<file path="src/rtl/core/ipv4hc_pkg.sv">
// ----------------------------------------------------------------------------
// ipv4hc_pkg
// Shared types, register indexes and defaults of the IPv4 input header check.
// ----------------------------------------------------------------------------
package ipv4hc_pkg;

   // parameter defaults
   localparam int BAD_SOURCE_SLOTS_DEF  = 3;
   localparam int GOOD_DEST_SLOTS_DEF   = 2;
   localparam int LINK_HEADER_BYTES_DEF = 14;

   // protocol constants
   localparam int MIN_IP_HEADER = 20;
   localparam int IP_VERSION    = 4;

   // number of list slots that have a register index of their own
   localparam int BAD_REG_SLOTS  = 3;
   localparam int GOOD_REG_SLOTS = 2;

   // register interface
   localparam int CSR_INDEX_W = 4;
   localparam int CSR_DATA_W  = 32;

   localparam logic [CSR_INDEX_W-1:0] CSR_PAINT      = 4'd0;
   localparam logic [CSR_INDEX_W-1:0] CSR_BAD_COUNT  = 4'd1;
   localparam logic [CSR_INDEX_W-1:0] CSR_BAD_0      = 4'd2;
   localparam logic [CSR_INDEX_W-1:0] CSR_GOOD_COUNT = 4'd5;
   localparam logic [CSR_INDEX_W-1:0] CSR_GOOD_0     = 4'd6;

   // drop reasons, first failing check wins
   typedef enum logic [2:0] {
      REASON_OK        = 3'd0,
      REASON_SHORT     = 3'd1,
      REASON_VERSION   = 3'd2,
      REASON_HDR_LEN   = 3'd3,
      REASON_TOTAL_LEN = 3'd4,
      REASON_CHECKSUM  = 3'd5,
      REASON_BAD_SRC   = 3'd6
   } reason_type;

   // header view of the frame as of its last byte
   typedef struct packed {
      logic [7:0]  version_ihl;
      logic [15:0] total_len;
      logic [15:0] csum;
      logic [16:0] ip_len;
      logic [31:0] src;
      logic [31:0] dst;
   } hdr_type;

   typedef struct packed {
      reason_type  reason;
      logic [5:0]  hdr_bytes;
   } verdict_type;

endpackage

</file>
<file path="src/rtl/core/ipv4hc_if.sv">
// ----------------------------------------------------------------------------
// ipv4hc_if
// Valid/ready channels of the IPv4 input header check: frame bytes in,
// verdicts out, register writes.
// ----------------------------------------------------------------------------
interface ipv4hc_req_if;
   logic       valid;
   logic       ready;
   logic [7:0] frame_byte;
   logic       frame_end;

   modport source (output valid, output frame_byte, output frame_end, input ready);
   modport sink   (input valid, input frame_byte, input frame_end, output ready);
endinterface

interface ipv4hc_rsp_if;
   logic        valid;
   logic        ready;
   logic        accept;
   logic [2:0]  drop_reason;
   logic [5:0]  header_bytes;
   logic [15:0] kept_length;
   logic [31:0] dst_address;
   logic [7:0]  color_out;
   logic [31:0] drop_count;

   modport source (output valid, output accept, output drop_reason, output header_bytes,
                   output kept_length, output dst_address, output color_out,
                   output drop_count, input ready);
   modport sink   (input valid, input accept, input drop_reason, input header_bytes,
                   input kept_length, input dst_address, input color_out,
                   input drop_count, output ready);
endinterface

interface ipv4hc_csr_if;
   import ipv4hc_pkg::*;
   logic                   valid;
   logic                   ready;
   logic [CSR_INDEX_W-1:0] index;
   logic [CSR_DATA_W-1:0]  data;

   modport source (output valid, output index, output data, input ready);
   modport sink   (input valid, input index, input data, output ready);
endinterface

</file>
<file path="src/rtl/core/ipv4_input_header_check_unit.sv">
// ----------------------------------------------------------------------------
// ipv4_input_header_check_unit
// Watches an Ethernet frame byte by byte, checks the IPv4 header behind the
// link header and gives one verdict per frame on its last byte.
// ----------------------------------------------------------------------------
//  channel   direction  carries
//  req_bus   in         frame_byte, frame_end (one frame byte per transfer)
//  rsp_bus   out        verdict fields, one transfer per frame
//  csr_bus   in         register index and write data
//
//  one byte per cycle sustained while no last byte waits on a full result
//  register; a frame's verdict is loaded into the result register as its last
//  byte leaves the input register.
//  reset clears the configuration, the frame state and the drop count.
//  only a last byte waits on a full result register; other bytes keep flowing.
//  register writes are taken every cycle.
// ----------------------------------------------------------------------------
module ipv4_input_header_check_unit #(
   parameter int BAD_SOURCE_SLOTS  = ipv4hc_pkg::BAD_SOURCE_SLOTS_DEF,
   parameter int GOOD_DEST_SLOTS   = ipv4hc_pkg::GOOD_DEST_SLOTS_DEF,
   parameter int LINK_HEADER_BYTES = ipv4hc_pkg::LINK_HEADER_BYTES_DEF
) (
   input  logic           clock,
   input  logic           reset,
   ipv4hc_req_if.sink     req_bus,
   ipv4hc_rsp_if.source   rsp_bus,
   ipv4hc_csr_if.sink     csr_bus
);
   import ipv4hc_pkg::*;

   localparam logic [15:0] LINK_LEN = 16'(LINK_HEADER_BYTES);

   // input register
   logic       in_valid_ff;
   logic [7:0] in_byte_ff;
   logic       in_end_ff;
   logic       advance;
   logic       req_ready;

   // configuration
   logic [7:0]  paint_ff;
   logic [1:0]  bad_count_ff;
   logic [1:0]  good_count_ff;
   logic [31:0] bad_src_ff [BAD_SOURCE_SLOTS];
   logic [31:0] good_dst_ff [GOOD_DEST_SLOTS];

   // frame state
   logic [15:0] byte_index_ff, byte_index_in;
   logic [7:0]  vihl_ff, vihl_in;
   logic [15:0] tlen_ff, tlen_in;
   logic [31:0] src_ff, src_in;
   logic [31:0] dst_ff, dst_in;
   logic [15:0] csum_ff, csum_in;
   logic [7:0]  pend_ff, pend_in;
   logic [31:0] tally_ff, tally_in;

   // result register
   logic        rsp_valid_ff;
   logic        rsp_accept_ff;
   reason_type  rsp_reason_ff;
   logic [5:0]  rsp_hdr_ff;
   logic [15:0] rsp_len_ff;
   logic [31:0] rsp_dst_ff;
   logic [7:0]  rsp_color_ff;
   logic [31:0] rsp_count_ff;

   logic [15:0] offset;
   logic        in_ip;
   logic [5:0]  hl_in;
   logic [16:0] csum_sum;
   logic [16:0] byte_count;
   logic [16:0] ip_len;
   hdr_type     hdr;
   verdict_type verdict;
   logic        is_drop;

   // handshakes
   assign advance   = in_valid_ff && (!in_end_ff || !rsp_valid_ff || rsp_bus.ready);
   assign req_ready = !in_valid_ff || advance;
   assign req_bus.ready = req_ready;
   assign csr_bus.ready = 1'b1;

   always_ff @(posedge clock) begin
      if (reset) begin
         in_valid_ff <= 1'b0;
      end else if (req_ready) begin
         in_valid_ff <= req_bus.valid;
      end
   end

   always_ff @(posedge clock) begin
      if (req_ready && req_bus.valid) begin
         in_byte_ff <= req_bus.frame_byte;
         in_end_ff  <= req_bus.frame_end;
      end
   end

   // register writes
   always_ff @(posedge clock) begin
      if (reset) begin
         paint_ff      <= '0;
         bad_count_ff  <= '0;
         good_count_ff <= '0;
         for (int s = 0; s < BAD_SOURCE_SLOTS; s++) bad_src_ff[s] <= '0;
         for (int s = 0; s < GOOD_DEST_SLOTS; s++) good_dst_ff[s] <= '0;
      end else if (csr_bus.valid) begin
         if (csr_bus.index == CSR_PAINT) paint_ff <= csr_bus.data[7:0];
         if (csr_bus.index == CSR_BAD_COUNT) bad_count_ff <= csr_bus.data[1:0];
         if (csr_bus.index == CSR_GOOD_COUNT) good_count_ff <= csr_bus.data[1:0];
         for (int s = 0; s < BAD_SOURCE_SLOTS; s++) begin
            if ((s < BAD_REG_SLOTS) &&
                (csr_bus.index == CSR_INDEX_W'(int'(CSR_BAD_0) + s)))
               bad_src_ff[s] <= csr_bus.data;
         end
         for (int s = 0; s < GOOD_DEST_SLOTS; s++) begin
            if ((s < GOOD_REG_SLOTS) &&
                (csr_bus.index == CSR_INDEX_W'(int'(CSR_GOOD_0) + s)))
               good_dst_ff[s] <= csr_bus.data;
         end
      end
   end

   // header capture and running checksum for the byte in the input register
   assign in_ip  = byte_index_ff >= LINK_LEN;
   assign offset = byte_index_ff - LINK_LEN;

   always_comb begin
      vihl_in = vihl_ff;
      tlen_in = tlen_ff;
      src_in  = src_ff;
      dst_in  = dst_ff;
      if (in_ip) begin
         if (offset == 16'd0) vihl_in = in_byte_ff;
         else if (offset == 16'd2) tlen_in = {in_byte_ff, tlen_ff[7:0]};
         else if (offset == 16'd3) tlen_in = {tlen_ff[15:8], in_byte_ff};
         else if (offset >= 16'd12 && offset < 16'd16) src_in = {src_ff[23:0], in_byte_ff};
         else if (offset >= 16'd16 && offset < 16'd20) dst_in = {dst_ff[23:0], in_byte_ff};
      end
   end

   assign hl_in    = {vihl_in[3:0], 2'b00};
   assign csum_sum = {1'b0, csum_ff} + {1'b0, pend_ff, in_byte_ff};

   always_comb begin
      pend_in = pend_ff;
      csum_in = csum_ff;
      if (in_ip && (offset < {10'b0, hl_in})) begin
         if (!offset[0]) begin
            pend_in = in_byte_ff;
         end else if (csum_sum[16]) begin
            csum_in = csum_sum[15:0] + 16'd1;
         end else begin
            csum_in = csum_sum[15:0];
         end
      end
   end

   assign byte_index_in = (byte_index_ff != 16'hFFFF) ? byte_index_ff + 16'd1 : byte_index_ff;

   // bytes present behind the link header, this byte included
   assign byte_count = {1'b0, byte_index_ff} + 17'd1;
   assign ip_len     = (byte_count > {1'b0, LINK_LEN}) ? byte_count - {1'b0, LINK_LEN} : 17'd0;

   assign hdr.version_ihl = vihl_in;
   assign hdr.total_len   = tlen_in;
   assign hdr.csum        = csum_in;
   assign hdr.ip_len      = ip_len;
   assign hdr.src         = src_in;
   assign hdr.dst         = dst_in;

   ipv4hc_verdict #(
      .BAD_SOURCE_SLOTS (BAD_SOURCE_SLOTS),
      .GOOD_DEST_SLOTS  (GOOD_DEST_SLOTS)
   ) u_verdict (
      .hdr        (hdr),
      .bad_count  (bad_count_ff),
      .bad_src    (bad_src_ff),
      .good_count (good_count_ff),
      .good_dst   (good_dst_ff),
      .verdict    (verdict)
   );

   assign is_drop  = verdict.reason != REASON_OK;
   assign tally_in = (is_drop && tally_ff != 32'hFFFF_FFFF) ? tally_ff + 32'd1 : tally_ff;

   // frame state update, cleared after the last byte
   always_ff @(posedge clock) begin
      if (reset) begin
         byte_index_ff <= '0;
         vihl_ff       <= '0;
         tlen_ff       <= '0;
         src_ff        <= '0;
         dst_ff        <= '0;
         csum_ff       <= '0;
         pend_ff       <= '0;
         tally_ff      <= '0;
      end else if (advance) begin
         if (in_end_ff) begin
            byte_index_ff <= '0;
            vihl_ff       <= '0;
            tlen_ff       <= '0;
            src_ff        <= '0;
            dst_ff        <= '0;
            csum_ff       <= '0;
            pend_ff       <= '0;
            tally_ff      <= tally_in;
         end else begin
            byte_index_ff <= byte_index_in;
            vihl_ff       <= vihl_in;
            tlen_ff       <= tlen_in;
            src_ff        <= src_in;
            dst_ff        <= dst_in;
            csum_ff       <= csum_in;
            pend_ff       <= pend_in;
         end
      end
   end

   // result register
   always_ff @(posedge clock) begin
      if (reset) begin
         rsp_valid_ff <= 1'b0;
      end else if (advance && in_end_ff) begin
         rsp_valid_ff <= 1'b1;
      end else if (rsp_bus.ready) begin
         rsp_valid_ff <= 1'b0;
      end
   end

   always_ff @(posedge clock) begin
      if (advance && in_end_ff) begin
         rsp_accept_ff <= !is_drop;
         rsp_reason_ff <= verdict.reason;
         rsp_hdr_ff    <= is_drop ? 6'd0 : verdict.hdr_bytes;
         rsp_len_ff    <= is_drop ? 16'd0 : tlen_in;
         rsp_dst_ff    <= is_drop ? 32'd0 : dst_in;
         rsp_color_ff  <= paint_ff;
         rsp_count_ff  <= tally_in;
      end
   end

   assign rsp_bus.valid        = rsp_valid_ff;
   assign rsp_bus.accept       = rsp_accept_ff;
   assign rsp_bus.drop_reason  = rsp_reason_ff;
   assign rsp_bus.header_bytes = rsp_hdr_ff;
   assign rsp_bus.kept_length  = rsp_len_ff;
   assign rsp_bus.dst_address  = rsp_dst_ff;
   assign rsp_bus.color_out    = rsp_color_ff;
   assign rsp_bus.drop_count   = rsp_count_ff;

   // checks
   a_index_steps: assert property (@(posedge clock) disable iff (reset)
      advance && !in_end_ff && byte_index_ff != 16'hFFFF
      |=> byte_index_ff == $past(byte_index_ff) + 16'd1)
      else $error("byte index did not step on a middle byte");

   a_frame_clears: assert property (@(posedge clock) disable iff (reset)
      advance && in_end_ff |=> byte_index_ff == 16'd0 && csum_ff == 16'd0 && vihl_ff == 8'd0)
      else $error("frame state not cleared after last byte");

   a_last_gives_result: assert property (@(posedge clock) disable iff (reset)
      advance && in_end_ff |=> rsp_valid_ff)
      else $error("last byte produced no result");

   a_accept_fields: assert property (@(posedge clock) disable iff (reset)
      rsp_valid_ff && !rsp_accept_ff
      |-> rsp_reason_ff != REASON_OK && rsp_hdr_ff == 6'd0 && rsp_dst_ff == 32'd0)
      else $error("dropped frame carries header fields");

endmodule

</file>
<file path="src/rtl/core/ipv4hc_verdict.sv">
// ----------------------------------------------------------------------------
// ipv4hc_verdict
// Runs the ordered header checks and the address list lookups on the header
// as it stands after the last frame byte.
// ----------------------------------------------------------------------------
module ipv4hc_verdict #(
   parameter int BAD_SOURCE_SLOTS = ipv4hc_pkg::BAD_SOURCE_SLOTS_DEF,
   parameter int GOOD_DEST_SLOTS  = ipv4hc_pkg::GOOD_DEST_SLOTS_DEF
) (
   input  ipv4hc_pkg::hdr_type     hdr,
   input  logic [1:0]              bad_count,
   input  logic [31:0]             bad_src [BAD_SOURCE_SLOTS],
   input  logic [1:0]              good_count,
   input  logic [31:0]             good_dst [GOOD_DEST_SLOTS],
   output ipv4hc_pkg::verdict_type verdict
);
   import ipv4hc_pkg::*;

   logic [5:0] hl;
   logic       src_bad;
   logic       dst_good;

   assign hl = {hdr.version_ihl[3:0], 2'b00};

   // list lookups, only slots in use take part
   always_comb begin
      src_bad = 1'b0;
      for (int i = 0; i < BAD_SOURCE_SLOTS; i++) begin
         if ((i < int'(bad_count)) && (bad_src[i] == hdr.src)) src_bad = 1'b1;
      end
   end

   always_comb begin
      dst_good = 1'b0;
      for (int i = 0; i < GOOD_DEST_SLOTS; i++) begin
         if ((i < int'(good_count)) && (good_dst[i] == hdr.dst)) dst_good = 1'b1;
      end
   end

   // ordered checks
   always_comb begin
      verdict.hdr_bytes = hl;
      if (hdr.ip_len < 17'(MIN_IP_HEADER)) begin
         verdict.reason = REASON_SHORT;
      end else if (hdr.version_ihl[7:4] != 4'(IP_VERSION)) begin
         verdict.reason = REASON_VERSION;
      end else if (hl < 6'(MIN_IP_HEADER)) begin
         verdict.reason = REASON_HDR_LEN;
      end else if (({1'b0, hdr.total_len} > hdr.ip_len) ||
                   (hdr.total_len < {10'b0, hl})) begin
         verdict.reason = REASON_TOTAL_LEN;
      end else if (hdr.csum != 16'hFFFF) begin
         verdict.reason = REASON_CHECKSUM;
      end else if (src_bad && !dst_good) begin
         verdict.reason = REASON_BAD_SRC;
      end else begin
         verdict.reason = REASON_OK;
      end
   end

endmodule

</file>
<file path="src/flat_wrapper.sv">
// flat-port wrapper written by rule: the top's interface ports become plain ports
module ipv4_input_header_check_unit_flat import ipv4hc_pkg::*;
#(
   parameter int BAD_SOURCE_SLOTS  = ipv4hc_pkg::BAD_SOURCE_SLOTS_DEF,
   parameter int GOOD_DEST_SLOTS   = ipv4hc_pkg::GOOD_DEST_SLOTS_DEF,
   parameter int LINK_HEADER_BYTES = ipv4hc_pkg::LINK_HEADER_BYTES_DEF
)
  (clock, reset, req_bus_valid, req_bus_frame_byte, req_bus_frame_end, req_bus_ready, rsp_bus_valid, rsp_bus_accept, rsp_bus_drop_reason, rsp_bus_header_bytes, rsp_bus_kept_length, rsp_bus_dst_address, rsp_bus_color_out, rsp_bus_drop_count, rsp_bus_ready, csr_bus_valid, csr_bus_index, csr_bus_data, csr_bus_ready);
  ipv4hc_req_if req_bus_i ();
  ipv4hc_rsp_if rsp_bus_i ();
  ipv4hc_csr_if csr_bus_i ();
  input  logic clock;
  input  logic reset;
  input wire logic [$bits(req_bus_i.valid)-1:0] req_bus_valid;
  input wire logic [$bits(req_bus_i.frame_byte)-1:0] req_bus_frame_byte;
  input wire logic [$bits(req_bus_i.frame_end)-1:0] req_bus_frame_end;
  output wire logic [$bits(req_bus_i.ready)-1:0] req_bus_ready;
  output wire logic [$bits(rsp_bus_i.valid)-1:0] rsp_bus_valid;
  output wire logic [$bits(rsp_bus_i.accept)-1:0] rsp_bus_accept;
  output wire logic [$bits(rsp_bus_i.drop_reason)-1:0] rsp_bus_drop_reason;
  output wire logic [$bits(rsp_bus_i.header_bytes)-1:0] rsp_bus_header_bytes;
  output wire logic [$bits(rsp_bus_i.kept_length)-1:0] rsp_bus_kept_length;
  output wire logic [$bits(rsp_bus_i.dst_address)-1:0] rsp_bus_dst_address;
  output wire logic [$bits(rsp_bus_i.color_out)-1:0] rsp_bus_color_out;
  output wire logic [$bits(rsp_bus_i.drop_count)-1:0] rsp_bus_drop_count;
  input wire logic [$bits(rsp_bus_i.ready)-1:0] rsp_bus_ready;
  input wire logic [$bits(csr_bus_i.valid)-1:0] csr_bus_valid;
  input wire logic [$bits(csr_bus_i.index)-1:0] csr_bus_index;
  input wire logic [$bits(csr_bus_i.data)-1:0] csr_bus_data;
  output wire logic [$bits(csr_bus_i.ready)-1:0] csr_bus_ready;
  assign req_bus_i.valid = req_bus_valid;
  assign req_bus_i.frame_byte = req_bus_frame_byte;
  assign req_bus_i.frame_end = req_bus_frame_end;
  assign req_bus_ready = req_bus_i.ready;
  assign rsp_bus_valid = rsp_bus_i.valid;
  assign rsp_bus_accept = rsp_bus_i.accept;
  assign rsp_bus_drop_reason = rsp_bus_i.drop_reason;
  assign rsp_bus_header_bytes = rsp_bus_i.header_bytes;
  assign rsp_bus_kept_length = rsp_bus_i.kept_length;
  assign rsp_bus_dst_address = rsp_bus_i.dst_address;
  assign rsp_bus_color_out = rsp_bus_i.color_out;
  assign rsp_bus_drop_count = rsp_bus_i.drop_count;
  assign rsp_bus_i.ready = rsp_bus_ready;
  assign csr_bus_i.valid = csr_bus_valid;
  assign csr_bus_i.index = csr_bus_index;
  assign csr_bus_i.data = csr_bus_data;
  assign csr_bus_ready = csr_bus_i.ready;
  ipv4_input_header_check_unit #(.BAD_SOURCE_SLOTS(BAD_SOURCE_SLOTS), .GOOD_DEST_SLOTS(GOOD_DEST_SLOTS), .LINK_HEADER_BYTES(LINK_HEADER_BYTES)) u_core (.clock(clock), .reset(reset), .req_bus(req_bus_i), .rsp_bus(rsp_bus_i), .csr_bus(csr_bus_i));
endmodule
</file>
<file path="config.mk">
export PLATFORM = sky130hd
export DESIGN_NAME = ipv4_input_header_check_unit_flat
export DESIGN_NICKNAME = d
export VERILOG_FILES = /design/src/rtl/core/ipv4hc_pkg.sv /design/src/rtl/core/ipv4hc_if.sv /design/src/rtl/core/ipv4_input_header_check_unit.sv /design/src/rtl/core/ipv4hc_verdict.sv /design/src/flat_wrapper.sv
export SDC_FILE = /design/constraint.sdc
export NUM_CORES = 1
export LEC_CHECK = 0
export BUFFER_PORTS_ARGS = -buffer_cell sky130_fd_sc_hd__buf_4
export CAP_MARGIN = 20
export CORE_UTILIZATION = 40
export DETAILED_ROUTE_END_ITERATION = 7
export GPL_ROUTABILITY_DRIVEN = 0
export PLACE_DENSITY_LB_ADDON = 0.2
export REMOVE_ABC_BUFFERS = 1
export SYNTH_ARGS = -nofsm -noshare
export SYNTH_HDL_FRONTEND = slang
export SYNTH_SLANG_ARGS = --single-unit
</file>
<file path="constraint.sdc">
create_clock -name clock -period 16.8 [get_ports clock]
set_clock_uncertainty 0.15 [all_clocks]
set_input_delay 0.84 -clock clock [delete_from_list [all_inputs] [get_ports clock]]
set_output_delay 0.84 -clock clock [all_outputs]
set_load 0.01 [all_outputs]
</file>
==> out/metrics.yaml, run 1 <==
fp.dieArea_um2: 65900
whs_path_depth: 1
worst_pin_slew_ns: 0.999
hp-class: "in2reg"
ys.flop_type: "dfxtp_1"
final_area_um2: 29300
start_util_pct: 40.4
crit_chain: "ha_1 -> and2_0 -> nand4_1 -> a221o_1 -> nor2_1 -> and4_1 -> mux2i_1 -> ha_1 -> a21oi_1 -> nor2b_1 -> o21ai_0 -> and4b_1 -> nand4_1 -> nand3b_1 -> a21oi_1 -> a31oi_1 -> or3_1 -> a311oi_4 -> buf_4 -> nor2_1 -> mux2_1"
cp_data_required_time_ns: 17.00
fp.dieH_um: 257
worstReg2RegStart: "u_core.byte_index_ff[1]$_SDFFE_PP0P_"
synth_area_um2: 26000
critPathCaptureType: "flip-flop"
clk_latency_ns: 0.63
worstReg2RegEnd: "u_core.rsp_bus.drop_count[1]$_DFFE_PP_"
hold_viol_final: 0
worstHoldStart: "req_bus_frame_byte[2]"
cp_slowest_stage_delay_ns: 0.66
rrSetupSlack_ns: 8.81
synth_mux_area_share_pct: 2.68
drt_pre_antenna_iters: 6
synth_compound_area_share_pct: 18.1
multi_input_comb_area_um2: 14900
remaining_drc_errors: 0
yosysWarnings: 0
cts_setup_buffers: 0
power_density_nw_per_um2: 80.7
rr_worst_depth: 21
wire_per_inst_um: 23.2
final_layout_size_suffix_gt1_share_pct: 9.85
core_area_um2: 64200
synthAdderAreaFrac_pct: 2.34
postCtsHoldBufs: 0
antenna_found_initial: 0
synth_edf_count: 105
drv_slew: 0
synth_seq_cells: 439
maxCapViolCount: 0
root_buffer: "clkbuf_16"
cts.repair.resized: 0
layout_min_cycle_time_ns: 7.99
slowest_stage: "buf_4"
ant_nets: 0
netlist_instances: 3222
path_clk_slew_ns: 0.06
num_vias: 25487
worstHoldEndpoint: "u_core.in_byte_ff[2]$_DFFE_PP_"
p_leak_nw: 11.1
vdd_ir_drop_max_mv: 0.0669
cts_tree: "yes"
crit_start: "u_core.byte_index_ff[1]$_SDFFE_PP0P_"
arrival_ns: 8.19
viasPerCell: 6.16
use_met3_pct: 5.01
setup.worst_path.start_class: "flip-flop"
clock_sinks: 439
grt_max_degree: 128
tns_ns: 0
drt_iter0_markers: 2976
synth-seq-area-share_pct: 37.9
setup_viol_count_final: 0
synthSimpleGateAreaFrac_pct: 26.9
fillers: 6357
dp_hpwl_um: 67100
grt_usage_pct: 28.2
die_w_um: 257
grt_pass1_vias: 23931
dpl_cell_area_um2: 27600
max_freq_mhz: 125
met2_usage_pct: 44.4
gr-usage-met1_pct: 37.2
grt_pass1_wl_um: 145000
top_usage_layer: "met2"
synth_top_family_by_area: "simple AND/OR/NAND/NOR gates"
clockBufferDepth: 3
synth_cell_types: 93
finalCritPeriodShare_pct: 47.6
nNetsFinal: 3337
rsz0062_at_grt: "no"
max_slew_margin_pct: 32.5
portBuffers: 147
io_pins: 151
htree_levels: 2
final-seq-area_um2: 9840
synth_xor_xnor_area_share_pct: 7.04
criticalPathCategory: "reg2reg"
drt-total-wl_um: 96100
final_core_utilization_pct: 45.6
grt_overflow_total: 0
numCtsBuffers: 51
avgSynthCellArea_um2: 8.05
status: "finished, final reports clean"
path_max_fanout: 88
syn_to_final_growth_pct: 12.9
row_count: 93
synth-async-reset-ratio_pct: 0
cell usage after synthesis (13+ instances only):
cell,n,area share [%]
nand2b_1,97,2.3
edfxtp_1,105,12
xor2_1,108,3.6
clkbuf_1,197,2.8
a2111oi_0,17,0.57
and2_1,22,0.53
xnor2_1,98,3.3
nor3_1,63,1.2
nand2_1,445,6.4
nor4_1,67,1.6
nand4_1,78,1.9
inv_1,94,1.4
a22oi_1,112,3.2
ha_1,47,2.3
o211ai_1,13,0.38
and3_1,38,0.92
or3_1,29,0.70
a21o_1,14,0.40
o22ai_1,33,0.80
nor2b_1,70,1.7
dfxtp_1,334,26
mux2_2,14,0.61
a21oi_1,294,5.7
nand3_1,83,1.6
or4_1,26,0.75
a211oi_1,15,0.43
o21ai_0,83,1.6
mux2i_1,47,1.8
o2111ai_1,23,0.78
nor2_1,309,4.5
worst max-delay path: cells and delay by family (launching register included):
family,cells,cell delay (ns)
flops,1,0.58
fa+ha+maj,2,0.89
compound gates,6,1.35
buf+inv,1,0.66
mux,2,0.78
simple gates,10,3.29
routing by layer:
layer  vias up  share of wire [%]
li1      11553                  -
met1     12144                 41
met2      1451                 45
met3       339                9.5
met4         0                5.2
met5         -                  0
worst max-delay path by stage:
stage,to,slack [ns],cells past startpoint
after floorplan,u_core.rsp_bus.drop_count[1]$_DFFE_PP_,9.15,19
after detailed placement,u_core.rsp_bus.drop_count[1]$_DFFE_PP_,9.04,21
after global placement,u_core.rsp_bus.drop_count[1]$_DFFE_PP_,9.29,21
after global routing,u_core.rsp_bus.drop_count[1]$_DFFE_PP_,8.35,21
after CTS,u_core.rsp_bus.drop_count[1]$_DFFE_PP_,9.00,21
final,u_core.rsp_bus.drop_count[1]$_DFFE_PP_,8.81,21
through the flow:
step | setup slack (ns) | hold slack (ns) | std cells | power [mW]
floorplan | 9.15 | 0.258 | 2998 | 1.17
global placement | 9.29 | 0.268 | 4039 | 1.25
detailed placement | 9.04 | 0.277 | 4040 | 1.25
CTS | 9.00 | 0.239 | 4134 | 2.38
global route | 8.35 | 0.250 | 4135 | 2.43
finish | 8.81 | 0.273 | 4137 | 2.37
cells by family after synthesis:
family,count (synthesis)
other,2
DFF,439
xor gates and xnor gates,207
buffers and inverters,319
and+or+nand+nor,1409
adders and majority gates,48
muxes,67
AOI/OAI and AO/OA,731
sequential cells by signal, summed over array words and instances, names as in the netlist, 16 cells and up:
signal,flops
u_core.bad_src_ff,96
u_core.byte_index_ff,16
u_core.csum_ff,16
u_core.dst_ff,32
u_core.good_dst_ff,64
u_core.rsp_bus.drop_count,32
u_core.rsp_bus.dst_address,32
u_core.rsp_bus.kept_length,16
u_core.src_ff,32
u_core.tally_ff,32
u_core.tlen_ff,16
layout make-up:
cell class	count	share of cell area, %
repair buffers	188	4.92
inverters	94	1.21
flip-flops and latches	439	33.6
clock inverters	27	0.901
clock buffers	67	4.94
well taps	855	3.65
diodes	2	0.0171
multi-input cells	2465	50.8
where the power goes:
group / leakage (nW) / switching, mW / internal, mW
Clock: 0.845 / 0.480 / 0.656
Combinational: 6.47 / 0.0930 / 0.0384
Sequential: 3.83 / 0.00998 / 1.09
cells in the final DEF (no fill, tap or decap), types with 11 or more instances in the layout:
cell       count
o2111ai_1     22
nand3_1       82
mux2_2        14
clkbuf_16     52
nand2_1      445
a31oi_1       11
xor2_1       108
nor2_1       309
o211ai_1      13
o21ai_0       82
nand4_1       78
or4_1         26
edfxtp_1     105
and2_1        22
a21o_1        14
inv_1         93
buf_4        185
dfxtp_1      334
o21a_1        11
o22ai_1       33
nor3_1        61
xnor2_1       98
a22oi_1      112
nor4_1        67
ha_1          47
o31ai_1       11
and3_1        38
a21oi_1      294
or3_1         29
mux2i_1       47
a211oi_1      15
nand2b_1      97
a2111oi_0     17
nor2b_1       70
Power figures use the tool's default switching activity.
==> run 2, diff against run 1 <==
- clock period: 16.8 -> 8.1 ns (I/O delays scaled with it)
==> run 2 against run 1 <==
Compared with the run above:
- the run now ends with design-rule violations left
- flip-flop and latch count is the same
- final cell count increased by 1.1%
- first-iteration DRC count decreased by 4.2%
- sequential power up 110%
- die area is the same
- combinational power grew 120%
- clock power rose by 99%
- power up 100%
- register-to-register slack got worse by 8.3 ns
- critical endpoint is now u_core.rsp_bus.drop_count[14]$_DFFE_PP_
==> out/metrics.yaml, run 2 (synthesis results as in run 1) <==
status: "finished with violations"
violations: "design-rule violations"
critPathCaptureType: "flip-flop"
arrival_ns: 7.75  # -0.44 ns
viasPerCell: 6.12  # -0.73%
clock_sinks: 439  # unchanged
wire_per_inst_um: 22.9  # -1.5%
criticalPathCategory: "reg2reg"
grt_pass1_wl_um: 145000  # about the same
root_buffer: "clkbuf_16"
row_count: 93  # unchanged
ant_nets: 0  # unchanged
dp_hpwl_um: 67600  # +0.80%
tns_ns: 0  # unchanged
hold_viol_final: 0  # unchanged
cp_slowest_stage_delay_ns: 0.57  # -0.09 ns
path_max_fanout: 41  # -53%
layout_common_cells: "445 x nand2_1, 334 x dfxtp_1, 309 x nor2_1, 294 x a21oi_1, 191 x buf_4"
setup_viol_count_final: 0  # unchanged
slowest_stage: "dfxtp_1"
num_vias: 25583  # +0.38%
fp.dieH_um: 257  # unchanged
nNetsFinal: 3384  # +1.4%
worst_pin_slew_ns: 1.05  # +0.0498 ns
fp.dieArea_um2: 65900  # unchanged
largest_register_ffs: 96  # unchanged
crit_chain: "ha_1 -> and2_0 -> nand4_1 -> a221o_1 -> nor2_1 -> and4_1 -> mux2i_1 -> ha_1 -> a21oi_1 -> nor2b_1 -> o21ai_0 -> and4b_1 -> nand4_1 -> nand3b_1 -> a21oi_1 -> a31oi_1 -> or3_1 -> a311oi_4 -> buf_4 -> nor3b_1 -> xor2_1"
max_slew_margin_pct: 29.8  # -2.7 points
io_pins: 151  # unchanged
layout_min_cycle_time_ns: 7.56  # -0.433 ns
hold_slack_ns: 0.0280  # -0.245 ns
core_area_um2: 64200  # unchanged
path_clk_slew_ns: 0.06  # about the same
clk_latency_ns: 0.61  # -0.02 ns
htree_levels: 2  # unchanged
drt_pre_antenna_iters: 8  # +2
hp-class: "in2reg"
regMostFlops: "u_core.bad_src_ff"
syn_to_final_growth_pct: 14.5
power_density_nw_per_um2: 163  # +100%
remaining_drc_errors: 6  # +6
fillers: 6266  # -1.4%
grt_max_degree: 128  # unchanged
finalCritPeriodShare_pct: 93.3  # +46 points
top_regs: "u_core.bad_src_ff: 96 flops, u_core.good_dst_ff: 64 flops"
layout_commonest_cell: "nand2_1"
die_w_um: 257  # unchanged
vdd_ir_drop_max_mv: 0.133  # +99%
max_freq_mhz: 132  # +5.7%
setup.worst_path.start_class: "flip-flop"
drt_iter0_markers: 2851  # -4.2%
final_layout_size_suffix_gt1_share_pct: 9.68  # -0.17 points
cp_data_required_time_ns: 8.29  # -8.71 ns
numCtsBuffers: 49  # -3.9%
drt-total-wl_um: 95800  # -0.38%
cts.repair.resized: 0  # unchanged
grt_usage_pct: 28.2  # about the same
grt_pass1_vias: 24105  # +0.73%
portBuffers: 147  # unchanged
antenna_found_initial: 0  # unchanged
final_core_utilization_pct: 46.3  # +0.63 points
grt_overflow_total: 0  # unchanged
final-seq-area_um2: 9840  # unchanged
rsz0062_at_grt: "no"
start_util_pct: 40.4  # unchanged
multi_input_comb_area_um2: 14900  # about the same
drv_slew: 0  # unchanged
clockBufferDepth: 3  # unchanged
cts_tree: "yes"
p_leak_nw: 11.3  # +1.6%
maxCapViolCount: 0  # unchanged
==> run 2: changes by cell type in the layout (fill, tap and decap cells not counted), sizes merged <==
| cell | delta |
|---|---|
| dlygate4sd3 | +42 |
| buf | +7 |
| clkbuf | -1 |
| clkinv | -1 |
| clkinvlp | -1 |
==> run 2: path summary, 6_finish.rpt <==
check	from	slack, ns	end	cells after the start
setup / recovery	u_core.byte_index_ff[2]$_SDFFE_PP0P_	0.54	u_core.rsp_bus.drop_count[14]$_DFFE_PP_	21
hold / removal	csr_bus_data[1]	0.03	u_core.bad_src_ff[65]$_SDFFE_PP0P_	3
hold reg to reg	u_core.paint_ff[1]$_SDFFE_PP0P_	0.29	u_core.rsp_bus.color_out[1]$_DFFE_PP_	0
setup reg to reg	u_core.byte_index_ff[2]$_SDFFE_PP0P_	0.54	u_core.rsp_bus.drop_count[14]$_DFFE_PP_	21
==> run 2: timing repair <==
item / 4_1_cts / 5_1_grt
setup endpoints to repair: 0 / 0
buffers inserted: 0 / 0
endpoints found under the hold margin: 158 / 0
hold buffers: 42 / 0
==> run 2: power by group <==
| part | leakage [nW] | switching (mW) | total [mW] | internal (mW) |
|---|---|---|---|---|
| logic | 6.68 | 0.195 | 0.287 | 0.0927 |
| registers | 3.83 | 0.0216 | 2.28 | 2.26 |
| clock network | 0.804 | 0.960 | 2.27 | 1.31 |
==> run 2: cell type report <==
class	count	share of cell area (%)
inverters	94	1.20
diodes	2	0.0168
flip-flops and latches	439	33.1
clock buffers	66	4.69
clock inverters	25	0.796
multi-input cells	2465	50.1
well taps	855	3.60
repair buffers	237	6.46
==> run 2: critical path: cells and delay by family, from the launching register on <==
kind | cells | cell delay (ns)
simple gates | 10 | 2.98
compound gates | 6 | 1.67
fa+ha+maj | 2 | 0.88
flops | 1 | 0.57
buf+inv | 1 | 0.44
mux | 1 | 0.43
xor+xnor | 1 | 0.16
==> run 2: layer usage <==
layer  share of wire, %  track usage (%)  up-vias
li1                   -                -    11626
met1                 41             36.7    12153
met2                 44             44.1     1462
met3                9.7             6.09      342
met4                5.5             13.7        0
met5                  0                0        -
==> run 2: through the flow <==
step	worst slack, ns	area [µm²]	std cells	power [mW]
floorplan	0.449	25000	2998	2.43
global placement	1.02	27600	4045	2.58
detailed placement	0.686	27600	4046	2.59
CTS	0.687	29700	4179	4.87
global route	0.00856	29700	4181	4.99
finish	0.539	29700	4183	4.83
